--- config.mk ---
export PLATFORM = sky130hd
export DESIGN_NAME = calendar_date_stepper
export DESIGN_NICKNAME = d
export VERILOG_FILES = /design/src/rtl/cds_pkg.sv /design/src/rtl/calendar_date_stepper.sv
export SDC_FILE = /design/constraint.sdc
export NUM_CORES = 1
export LEC_CHECK = 0
export BUFFER_PORTS_ARGS = -buffer_cell sky130_fd_sc_hd__buf_2
export CAP_MARGIN = 0
export CORE_ASPECT_RATIO = 0.75
export CORE_MARGIN = 8
export CORE_UTILIZATION = 30
export DETAILED_ROUTE_END_ITERATION = 10
export SLEW_MARGIN = 20
export SYNTH_ARGS = -nofsm -noshare
export SYNTH_HDL_FRONTEND = slang
export SYNTH_SLANG_ARGS = --single-unit
--- constraint.sdc ---
create_clock -name i_clk -period 11.25 [get_ports i_clk]
set_clock_uncertainty 0.1 [all_clocks]
set_input_delay 1.125 -clock i_clk [delete_from_list [all_inputs] [get_ports i_clk]]
set_output_delay 1.125 -clock i_clk [all_outputs]
set_load 0.005 [all_outputs]
--- src/rtl/cds_pkg.sv ---
// Shared types, constants and calendar functions for the calendar date stepper.
// Depends on nothing; the top level and the testbench files import it.
package cds_pkg;

    // Command codes carried in the slave-side tuser.
    typedef enum logic [1:0] {
        CMD_LOAD = 2'd0,
        CMD_FWD  = 2'd1,
        CMD_BACK = 2'd2
    } t_cmd;

    localparam int unsigned BASE_YEAR = 1900;

    localparam logic [3:0] MONTH_JAN = 4'd1;
    localparam logic [3:0] MONTH_FEB = 4'd2;
    localparam logic [3:0] MONTH_DEC = 4'd12;

    localparam logic [4:0] DAYS_31 = 5'd31;
    localparam logic [4:0] DAYS_30 = 5'd30;
    localparam logic [4:0] DAYS_29 = 5'd29;
    localparam logic [4:0] DAYS_28 = 5'd28;

    // Multiplicative inverse of 25 modulo 2^32, and the largest quotient that
    // a multiple of 25 can give: x is a multiple of 25 exactly when
    // x * INV25 (mod 2^32) is no greater than MUL25_LIMIT.
    localparam logic [31:0] INV25       = 32'hC28F_5C29;
    localparam logic [31:0] MUL25_LIMIT = 32'hFFFF_FFFF / 32'd25;

    // Gregorian leap rule. A multiple of 100 is a multiple of 4 and of 25,
    // and a multiple of 400 is a multiple of 16 and of 25.
    function automatic logic leap_year(input logic [31:0] year);
        logic [31:0] prod;
        logic        by25;
        begin
            prod = year * INV25;
            by25 = (prod <= MUL25_LIMIT);
            return (year[1:0] == 2'b00) && (!by25 || (year[3:0] == 4'b0000));
        end
    endfunction

    // Length of a month; a month code outside 1..12 gives 31.
    function automatic logic [4:0] month_days(input logic [3:0] month, input logic leap);
        logic [4:0] len;
        begin
            if (month == MONTH_FEB) begin
                len = leap ? DAYS_29 : DAYS_28;
            end else if (month inside {4'd4, 4'd6, 4'd9, 4'd11}) begin
                len = DAYS_30;
            end else begin
                len = DAYS_31;
            end
            return len;
        end
    endfunction

endpackage

--- src/rtl/calendar_date_stepper.sv ---
// Top level of the calendar date stepper: a Gregorian date register driven by
// a command stream. Depends on cds_pkg.
//
// The block holds a date (day, month, year from 1900 up to 2^YEAR_BITS - 1)
// and takes one command word on the slave-side stream: load a date, step one
// day forward or step one day back. For every command word it returns exactly
// one result word holding the date after the command, with two flags in
// tuser. A load is taken only if the offered date is valid (month 1 to 12,
// day within the month, February 29 only in leap years, year in range);
// otherwise the date is kept and accepted stays low. Stepping back from
// 1 January 1900 leaves that date in place and raises clamped; stepping
// forward from 31 December of the largest year holds the date and raises
// clamped. The unused command code changes nothing and raises neither flag.
// A new command word is taken every clock cycle while the result side is not
// stalled; each word passes through an input register and then a result
// register, from which its result word is offered. Between those two
// registers sits the single-pass update logic (the date compare, increment
// and decrement, and two constant multiplies for the divisible-by-25 part of
// the leap test of the current and of the loaded year). When the year is
// wider than 16 bits, only its low 16 bits are shown on the output.
module calendar_date_stepper #(
    parameter int YEAR_BITS = 16
) (
    input  logic        i_clk,
    input  logic        i_rst_n,
    // Command word.
    input  logic        s_axis_tvalid,
    output logic        s_axis_tready,
    input  logic [31:0] s_axis_tdata,  // [4:0] load_day, [8:5] load_month,
                                       // [24:9] load_year, [31:25] zero
    input  logic [1:0]  s_axis_tuser,  // [1:0] cmd
    // Result word.
    output logic        m_axis_tvalid,
    input  logic        m_axis_tready,
    output logic [31:0] m_axis_tdata,  // [4:0] day_out, [8:5] month_out,
                                       // [24:9] year_out, [31:25] zero
    output logic [1:0]  m_axis_tuser   // [0] accepted, [1] clamped
);
    import cds_pkg::*;

    // Largest and smallest year, at register width and zero-extended.
    localparam logic [YEAR_BITS-1:0] YearMax  = '1;
    localparam logic [31:0]          YearMax32 = 32'(YearMax);
    localparam logic [YEAR_BITS-1:0] YearBase = YEAR_BITS'(BASE_YEAR);

    // Input register.
    logic        r_in_valid;
    logic [1:0]  r_in_cmd;
    logic [4:0]  r_in_day;
    logic [3:0]  r_in_month;
    logic [15:0] r_in_year;

    // Date state.
    logic [4:0]           r_cur_day,   n_day;
    logic [3:0]           r_cur_month, n_month;
    logic [YEAR_BITS-1:0] r_cur_year,  n_year;

    // Result register.
    logic        r_out_valid;
    logic [4:0]  r_out_day;
    logic [3:0]  r_out_month;
    logic [15:0] r_out_year;
    logic        r_out_acc,  n_acc;
    logic        r_out_clp,  n_clp;

    logic        advance;
    logic        fire;
    logic        cur_leap;
    logic [4:0]  cur_len;
    logic [4:0]  prev_len;
    logic [31:0] ld_year32;
    logic        ld_leap;
    logic        load_ok;
    logic [31:0] year_ext;

    // The result register can take a new word when it is empty or being
    // emptied; the input register moves on at the same moment.
    assign advance       = !r_out_valid || m_axis_tready;
    assign fire          = r_in_valid && advance;
    assign s_axis_tready = !r_in_valid || advance;

    always_comb begin
        cur_leap  = leap_year(32'(r_cur_year));
        cur_len   = month_days(r_cur_month, cur_leap);
        prev_len  = month_days(r_cur_month - 4'd1, cur_leap);

        ld_year32 = {16'd0, r_in_year};
        ld_leap   = leap_year(ld_year32);
        load_ok   = (r_in_month >= MONTH_JAN) && (r_in_month <= MONTH_DEC) &&
                    (ld_year32 >= 32'(BASE_YEAR)) && (ld_year32 <= YearMax32) &&
                    (r_in_day != 5'd0) &&
                    (r_in_day <= month_days(r_in_month, ld_leap));

        n_day   = r_cur_day;
        n_month = r_cur_month;
        n_year  = r_cur_year;
        n_acc   = 1'b0;
        n_clp   = 1'b0;

        case (r_in_cmd)
            CMD_LOAD: begin
                if (load_ok) begin
                    n_day   = r_in_day;
                    n_month = r_in_month;
                    n_year  = ld_year32[YEAR_BITS-1:0];
                    n_acc   = 1'b1;
                end
            end
            CMD_FWD: begin
                if (r_cur_day < cur_len) begin
                    n_day = r_cur_day + 5'd1;
                    n_acc = 1'b1;
                end else if (r_cur_month < MONTH_DEC) begin
                    n_day   = 5'd1;
                    n_month = r_cur_month + 4'd1;
                    n_acc   = 1'b1;
                end else if (r_cur_year < YearMax) begin
                    n_day   = 5'd1;
                    n_month = MONTH_JAN;
                    n_year  = r_cur_year + YEAR_BITS'(1);
                    n_acc   = 1'b1;
                end else begin
                    // Last day of the largest year: hold.
                    n_clp = 1'b1;
                end
            end
            CMD_BACK: begin
                if (r_cur_day > 5'd1) begin
                    n_day = r_cur_day - 5'd1;
                    n_acc = 1'b1;
                end else if (r_cur_month > MONTH_JAN) begin
                    n_month = r_cur_month - 4'd1;
                    n_day   = prev_len;
                    n_acc   = 1'b1;
                end else if (r_cur_year > YearBase) begin
                    n_year  = r_cur_year - YEAR_BITS'(1);
                    n_month = MONTH_DEC;
                    n_day   = DAYS_31;
                    n_acc   = 1'b1;
                end else begin
                    // Below the first day of the base year: pin to it.
                    n_day   = 5'd1;
                    n_month = MONTH_JAN;
                    n_year  = YearBase;
                    n_clp   = 1'b1;
                end
            end
            default: begin
            end
        endcase

        year_ext = 32'(n_year);
    end

    // Control state and the date.
    always_ff @(posedge i_clk) begin
        if (!i_rst_n) begin
            r_in_valid  <= 1'b0;
            r_out_valid <= 1'b0;
            r_cur_day   <= 5'd1;
            r_cur_month <= MONTH_JAN;
            r_cur_year  <= YearBase;
        end else begin
            if (s_axis_tready) begin
                r_in_valid <= s_axis_tvalid;
            end
            if (advance) begin
                r_out_valid <= r_in_valid;
            end
            if (fire) begin
                r_cur_day   <= n_day;
                r_cur_month <= n_month;
                r_cur_year  <= n_year;
            end
        end
    end

    // Payload registers.
    always_ff @(posedge i_clk) begin
        if (s_axis_tready && s_axis_tvalid) begin
            r_in_cmd   <= s_axis_tuser;
            r_in_day   <= s_axis_tdata[4:0];
            r_in_month <= s_axis_tdata[8:5];
            r_in_year  <= s_axis_tdata[24:9];
        end
        if (fire) begin
            r_out_day   <= n_day;
            r_out_month <= n_month;
            r_out_year  <= year_ext[15:0];
            r_out_acc   <= n_acc;
            r_out_clp   <= n_clp;
        end
    end

    assign m_axis_tvalid = r_out_valid;
    assign m_axis_tdata  = {7'd0, r_out_year, r_out_month, r_out_day};
    assign m_axis_tuser  = {r_out_clp, r_out_acc};

endmodule

Word-level counts from Yosys, hierarchy flattened
Cells that the tools add are included.
- bits in registers: 81
- bits in latches: 0
- memory bits (writable): 0
- bits in read-only memories: 0
- input port bits: 38
- output and inout bits: 36
- word-level logic and storage cells: 123
- memories kept: 0
- add/sub/neg operators: 6
- multipliers: 2
- divide/modulo/power cells: 0
- $lt $le $gt $ge: 12
- equality and inequality tests: 17
- shift-type cells: 0
- mux-type cells: 47
- bitwise gates (word level): 0
- reductions and logical operators: 25
- operator list (operator ; count):
    two-way mux 16 bit ; 7
    less-or-equal comparator 32 x 28 -> 1 bit, second input constant ; 2
    multiplier 16 x 32 -> 32 bit, second input constant ; 2
    one-hot mux 16 bit (3 select lines) ; 1
    two-way mux 5 bit ; 8
    two-way mux 4 bit ; 7
    equality test 4 x 3 -> 1 bit, second input constant ; 6
    equality test 4 bit, second input constant ; 6
    two-way mux 1 bit ; 18
    adder 16 x 1 -> 16 bit, second input constant ; 1
    greater-or-equal comparator 16 x 11 -> 1 bit, second input constant ; 1
    > comparator 16 x 11 -> 1 bit, second input constant ; 1
    less-than comparator 16 bit, second input constant ; 1
    subtractor 16 x 1 -> 16 bit, second input constant ; 1
    one-hot mux 5 bit (3 select lines) ; 1
    equality test 4 x 2 -> 1 bit, second input constant ; 3
    one-hot mux 4 bit (3 select lines) ; 1
    nonzero test 4 bit ; 3
    logical AND 1 bit ; 8
    logical NOT 4 bit ; 2
    logical NOT 2 bit ; 3
    adder 5 x 1 -> 5 bit, second input constant ; 1
    > comparator 5 x 1 -> 1 bit, second input constant ; 1
    less-or-equal comparator 5 bit ; 1
    16 further kinds ; 23

Depth between registers and ports, before layout
- depth in word-level cells: 11
- gate-level depth with buffers: 36
- mapped depth without buffers: 35

Least setup slack after synthesis
OpenSTA, ideal clock, no wires.
- path kind: register to register
- start point: reg r_in_year[5]
- end point: reg r_out_month[0] (data pin)
- library setup time: 0.283 ns
- arrival: 8.036 ns
- data required time: 10.867 ns
- setup slack: 2.831 ns
- cell stages (with the launch flop): 33
- buffers on the path: 1
- clock period less this slack: 8.419 ns
- cells stage by stage: edfxtp_1 fa_1 inv_1 fa_1 inv_1 ha_1 fa_1 fa_1 inv_1 fa_1 inv_1 ha_1 o21ai_0 nand2b_1 a31oi_1 nor2_1 or4_1 a31o_2 a21o_1 a21oi_1 xor2_1 a31o_1 a21oi_1 ha_1 nand2_1 nand4_1 o22ai_1 a211oi_1 clkbuf_1 o21ai_0 a221oi_1 and2_1 a221oi_2
- longest elaborated chain between the ends: 11
- elaborated cells between the ends (all ways): 14
- those cells by class: mul (1); order compare (3); mux (4); reduce/logical (6)
- RTL lines (element ; line ; source):
    from (decl) ; calendar_date_stepper.sv:51 ; logic [15:0] r_in_year;
    from (signal assigned) ; calendar_date_stepper.sv:184 ; r_in_year <= s_axis_tdata[24:9];
    multiplier 16 x 32 -> 32 bit ; cds_pkg.sv:35 ; prod = year * INV25;
    less-or-equal comparator 32 x 28 -> 1 bit ; cds_pkg.sv:36 ; by25 = (prod <= MUL25_LIMIT);
    logical NOT 1 bit ; cds_pkg.sv:37 ; return (year[1:0] == 2'b00) && (!by25 || (year[3:0] == 4'b0000));
    logical OR 1 bit ; cds_pkg.sv:37 ;
    logical AND 1 bit ; cds_pkg.sv:37 ;
    two-way mux 1 bit ; cds_pkg.sv:46 ; len = leap ? DAYS_29 : DAYS_28;
    two-way mux 2 bit ; cds_pkg.sv:45 ; if (month == MONTH_FEB) begin
    less-or-equal comparator 5 bit ; calendar_date_stepper.sv:92 ; (r_in_day <= month_days(r_in_month, ld_leap));
    logical AND 1 bit (*) ; calendar_date_stepper.sv:91 ; (r_in_day != 5'd0) &&
    two-way mux 4 bit (*) ; calendar_date_stepper.sv:102 ; if (load_ok) begin
    one-hot mux 4 bit (3 select lines) (*) ; calendar_date_stepper.sv:100 ; case (r_in_cmd)
    named net n_month[0] ; calendar_date_stepper.sv:55 ; logic [3:0] r_cur_month, n_month;
    to (signal assigned) ; calendar_date_stepper.sv:188 ; r_out_month <= n_month;
    to (decl) ; calendar_date_stepper.sv:61 ; logic [3:0] r_out_month;
Mark *: on every way through the listed nets, which the timed path passes. The rest lies on a longest branch.
A chain may end at the register's enable or synchronous reset.

Final worst setup path
- start point: reg r_in_year[4]
- end point: reg r_out_month[0] (data pin)
Same word-level chain as after synthesis.

==> key figures <==
STA
  • Slew HR: 34.52%
  • Worst Max-Slew Pin Slew: 0.9822 ns
  • Final max-slew violation count: 0
  • RSZ-0062 raised after global routing: false
  • Crit path time final: 9.677 ns
  • Final Hold Fails: 0
  • Setup TNS Final: 0 ns
  • Fin crit share: 86.02%
  • Final setup fails: 0
  • Max Fclk: 103.3 MHz

Logic synthesis
  • Register area share after synthesis: 13.05%
  • Top cell type by total area after synthesis: fa_1
  • Top post-synthesis cells by area: fa_1 (26%), ha_1 (22%), edfxtp_1 (9.8%)
  • Post-synth top cells: inv_1 (396), ha_1 (291), fa_1 (215)
  • Synth unique cells: 76
  • FF+latch count, synth: 81
  • Syn_area_per_cell: 9.172 um^2
  • Mapped Area: 16560 um^2
  • Asr flop ratio synth: 0%
  • Yosys top cell area share: 25.98%
  • Ys Warns: 0
  • Syn Inst Count: 1806
  • Number of flops mapped to enable cells by yosys: 54
  • Most common cell in the netlist: inv_1
  • Top FF cell, synth: edfxtp_1

Critical path
  • Worst Setup End Kind: flop
  • Most used cell, CP: fa_1
  • Slowest stage cell, crit path: a221oi_1
  • Worst Path Class, Setup: reg2reg
  • Crit path DAT: 9.66 ns
  • Worst EP required: 11.23 ns
  • Worst Setup Start Kind: flop
  • Crit path max fanout: 34
  • Slowest Stage Delay on Critical Path: 0.81 ns
  • R2R cell count: 31

Final layout
  • Final Cell Area: 17960 um^2
  • Share of cells above drive strength 1: 6.128%
  • Layout Cells excl Fill: 2567
  • Core Util, Final: 32.93%
  • FF+latch area: 2162 um^2
  • Area occupied by multi-input gates: 12710 um^2
  • Area Overhead vs Synth: 8.415%
  • Fill count: 5568
  • Nets: 2383

Clock tree
  • Worst skew pair latency: 0.38 ns
  • CTS resizes: 0
  • H-tree Lvls: 3
  • CTS Hold Bufs: 0
  • CTS Sinks: 81
  • Number of CTS-inserted buffers: 9
  • Setup repair bufs after CTS: 0
  • Root buffer cell: clkbuf_16
  • Reg clk slew, reported paths: 0.07 ns
  • CTS max path bufs: 2
  • CTS tree: yes

Routing
  • 1st-pass router iterations: 6
  • Vias per Instance: 5.087
  • DRT Wirelength: 48660 um
  • Initial DRC Count: 1183
  • Wire per inst: 18.95 um
  • Drt drc: 0
  • Routed vias: 13060
  • Number of nets with antenna violations after routing: 0

Status
  • Status: finished clean

Die
  • Die ar.: 63070 um^2
  • # rows: 74
  • Core area: 54530 um^2
  • Height of the die: 219.5 um
  • IO Pins: 74
  • Initial Util: 30.37%
  • Die width: 287.3 um

Global route
  • GR met2 Demand/Resource: 21.48%
  • Grt peak-use layer: met1
  • First-pass GRT wire length: 75400 um
  • Met1 Resource Use GR: 22.95%
  • Initial antenna violation count: 2
  • Met3 usage: 4.931%
  • Vias in the first global route: 13140
  • Total GRT Usage: 15.37%
  • Grt total ovfl: 0
  • Largest net degree at the start of global routing: 45

Placed design
  • I/O Buffers: 59
  • Dpl hpwl: 40170 um
  • Placed Area: 17640 um^2
  • # placed instances: 2550
  • Gpl congestion: 0.9547

Min path
  • HP Class: reg2reg
  • Hold Crit Depth: 1

Run
  • Max cap viols: 0
-- through the flow --
step,setup slack (ns),hold slack [ns]
floorplan,2.831,0.3855
global placement,1.874,0.4000
detailed placement,1.761,0.4447
CTS,1.715,0.4541
global route,1.101,0.4848
finish,1.573,0.4508
-- cells in the final DEF (no fill, tap or decap), drive strengths merged, types with 7 or more instances in the layout --
cell,synthesis,routed
nor3,30,30
nand2b,13,13
o31ai,8,8
edfxtp,54,54
and2,14,14
o211ai,14,14
a221oi,9,9
and3,15,15
nand2,81,81
o21a,18,18
o21ai,85,85
conb,1,7
nand3,23,23
ha,291,291
nor2,87,87
buf,12,68
mux2i,18,18
nor4,7,7
a21o,10,10
clkbuf,40,9
or2,8,8
a31oi,20,20
o221ai,8,8
nor2b,9,9
a21oi,100,100
xor2,23,23
nand4,13,13
inv,396,401
xnor2,51,51
fa,215,215
o22ai,12,12
dfxtp,27,27
-- path summary, 6_finish.rpt --
| path | startpoint | slack [ns] | endpoint |
|---|---|---|---|
| worst max-delay path | r_in_year[4] | 1.57 | r_out_month[0] |
| worst min-delay path | r_in_valid | 0.45 | m_axis_tvalid |
| worst max register to register | r_in_year[4] | 1.57 | r_out_month[0] |
| worst min register to register | r_in_valid | 0.45 | m_axis_tvalid |
-- kinds of logic (layout without fill, tap and decap cells) --
logic type	Yosys count	count (layout)	share of synthesized area, %
other	1	8	0.02264
and+or+nand+nor	324	324	9.661
adders and majority gates	506	506	47.96
DFF	81	81	13.05
xor gates and xnor gates	74	74	3.913
buffers and inverters	451	483	10.43
AOI/OAI and AO/OA	348	348	13.66
muxes	21	21	1.292
-- flip-flops by register name, summed over array words and instances (netlist names) --
name / count
r_cur_year: 16
r_in_month: 4
r_in_day: 5
r_in_valid: 1
r_out_day: 5
r_out_acc: 1
r_cur_day: 5
r_out_clp: 1
r_in_cmd: 2
m_axis_tvalid: 1
r_out_month: 4
r_in_year: 16
r_out_year: 16
r_cur_month: 4
-- worst max-delay path, delay by kind of cell (launching register included) --
kind            cells  cell delay (ns)
compound gates     10             2.68
buf+inv             5             0.70
flops               1             0.65
fa+ha+maj           8             3.58
simple gates        8             1.69
-- final cells by class --
cell class,instances,share of cell area (%)
antenna,1,0.01393
multi-input combinational,1280,70.79
timing repair buffer,68,2.020
clock inverter,7,0.5156
sequential,81,12.04
inverter,399,8.340
tap,722,5.030
clock buffer,9,1.254
-- per-layer routing --
layer	vias up	part of all wire [%]
met5	-	0.055
met4	4	1.2
li1	6078	-
met2	466	40
met3	51	9.2
met1	6459	49
Power is not shown: default switching activity piles up to over one toggle a cycle in this logic, so the estimate is an artifact.
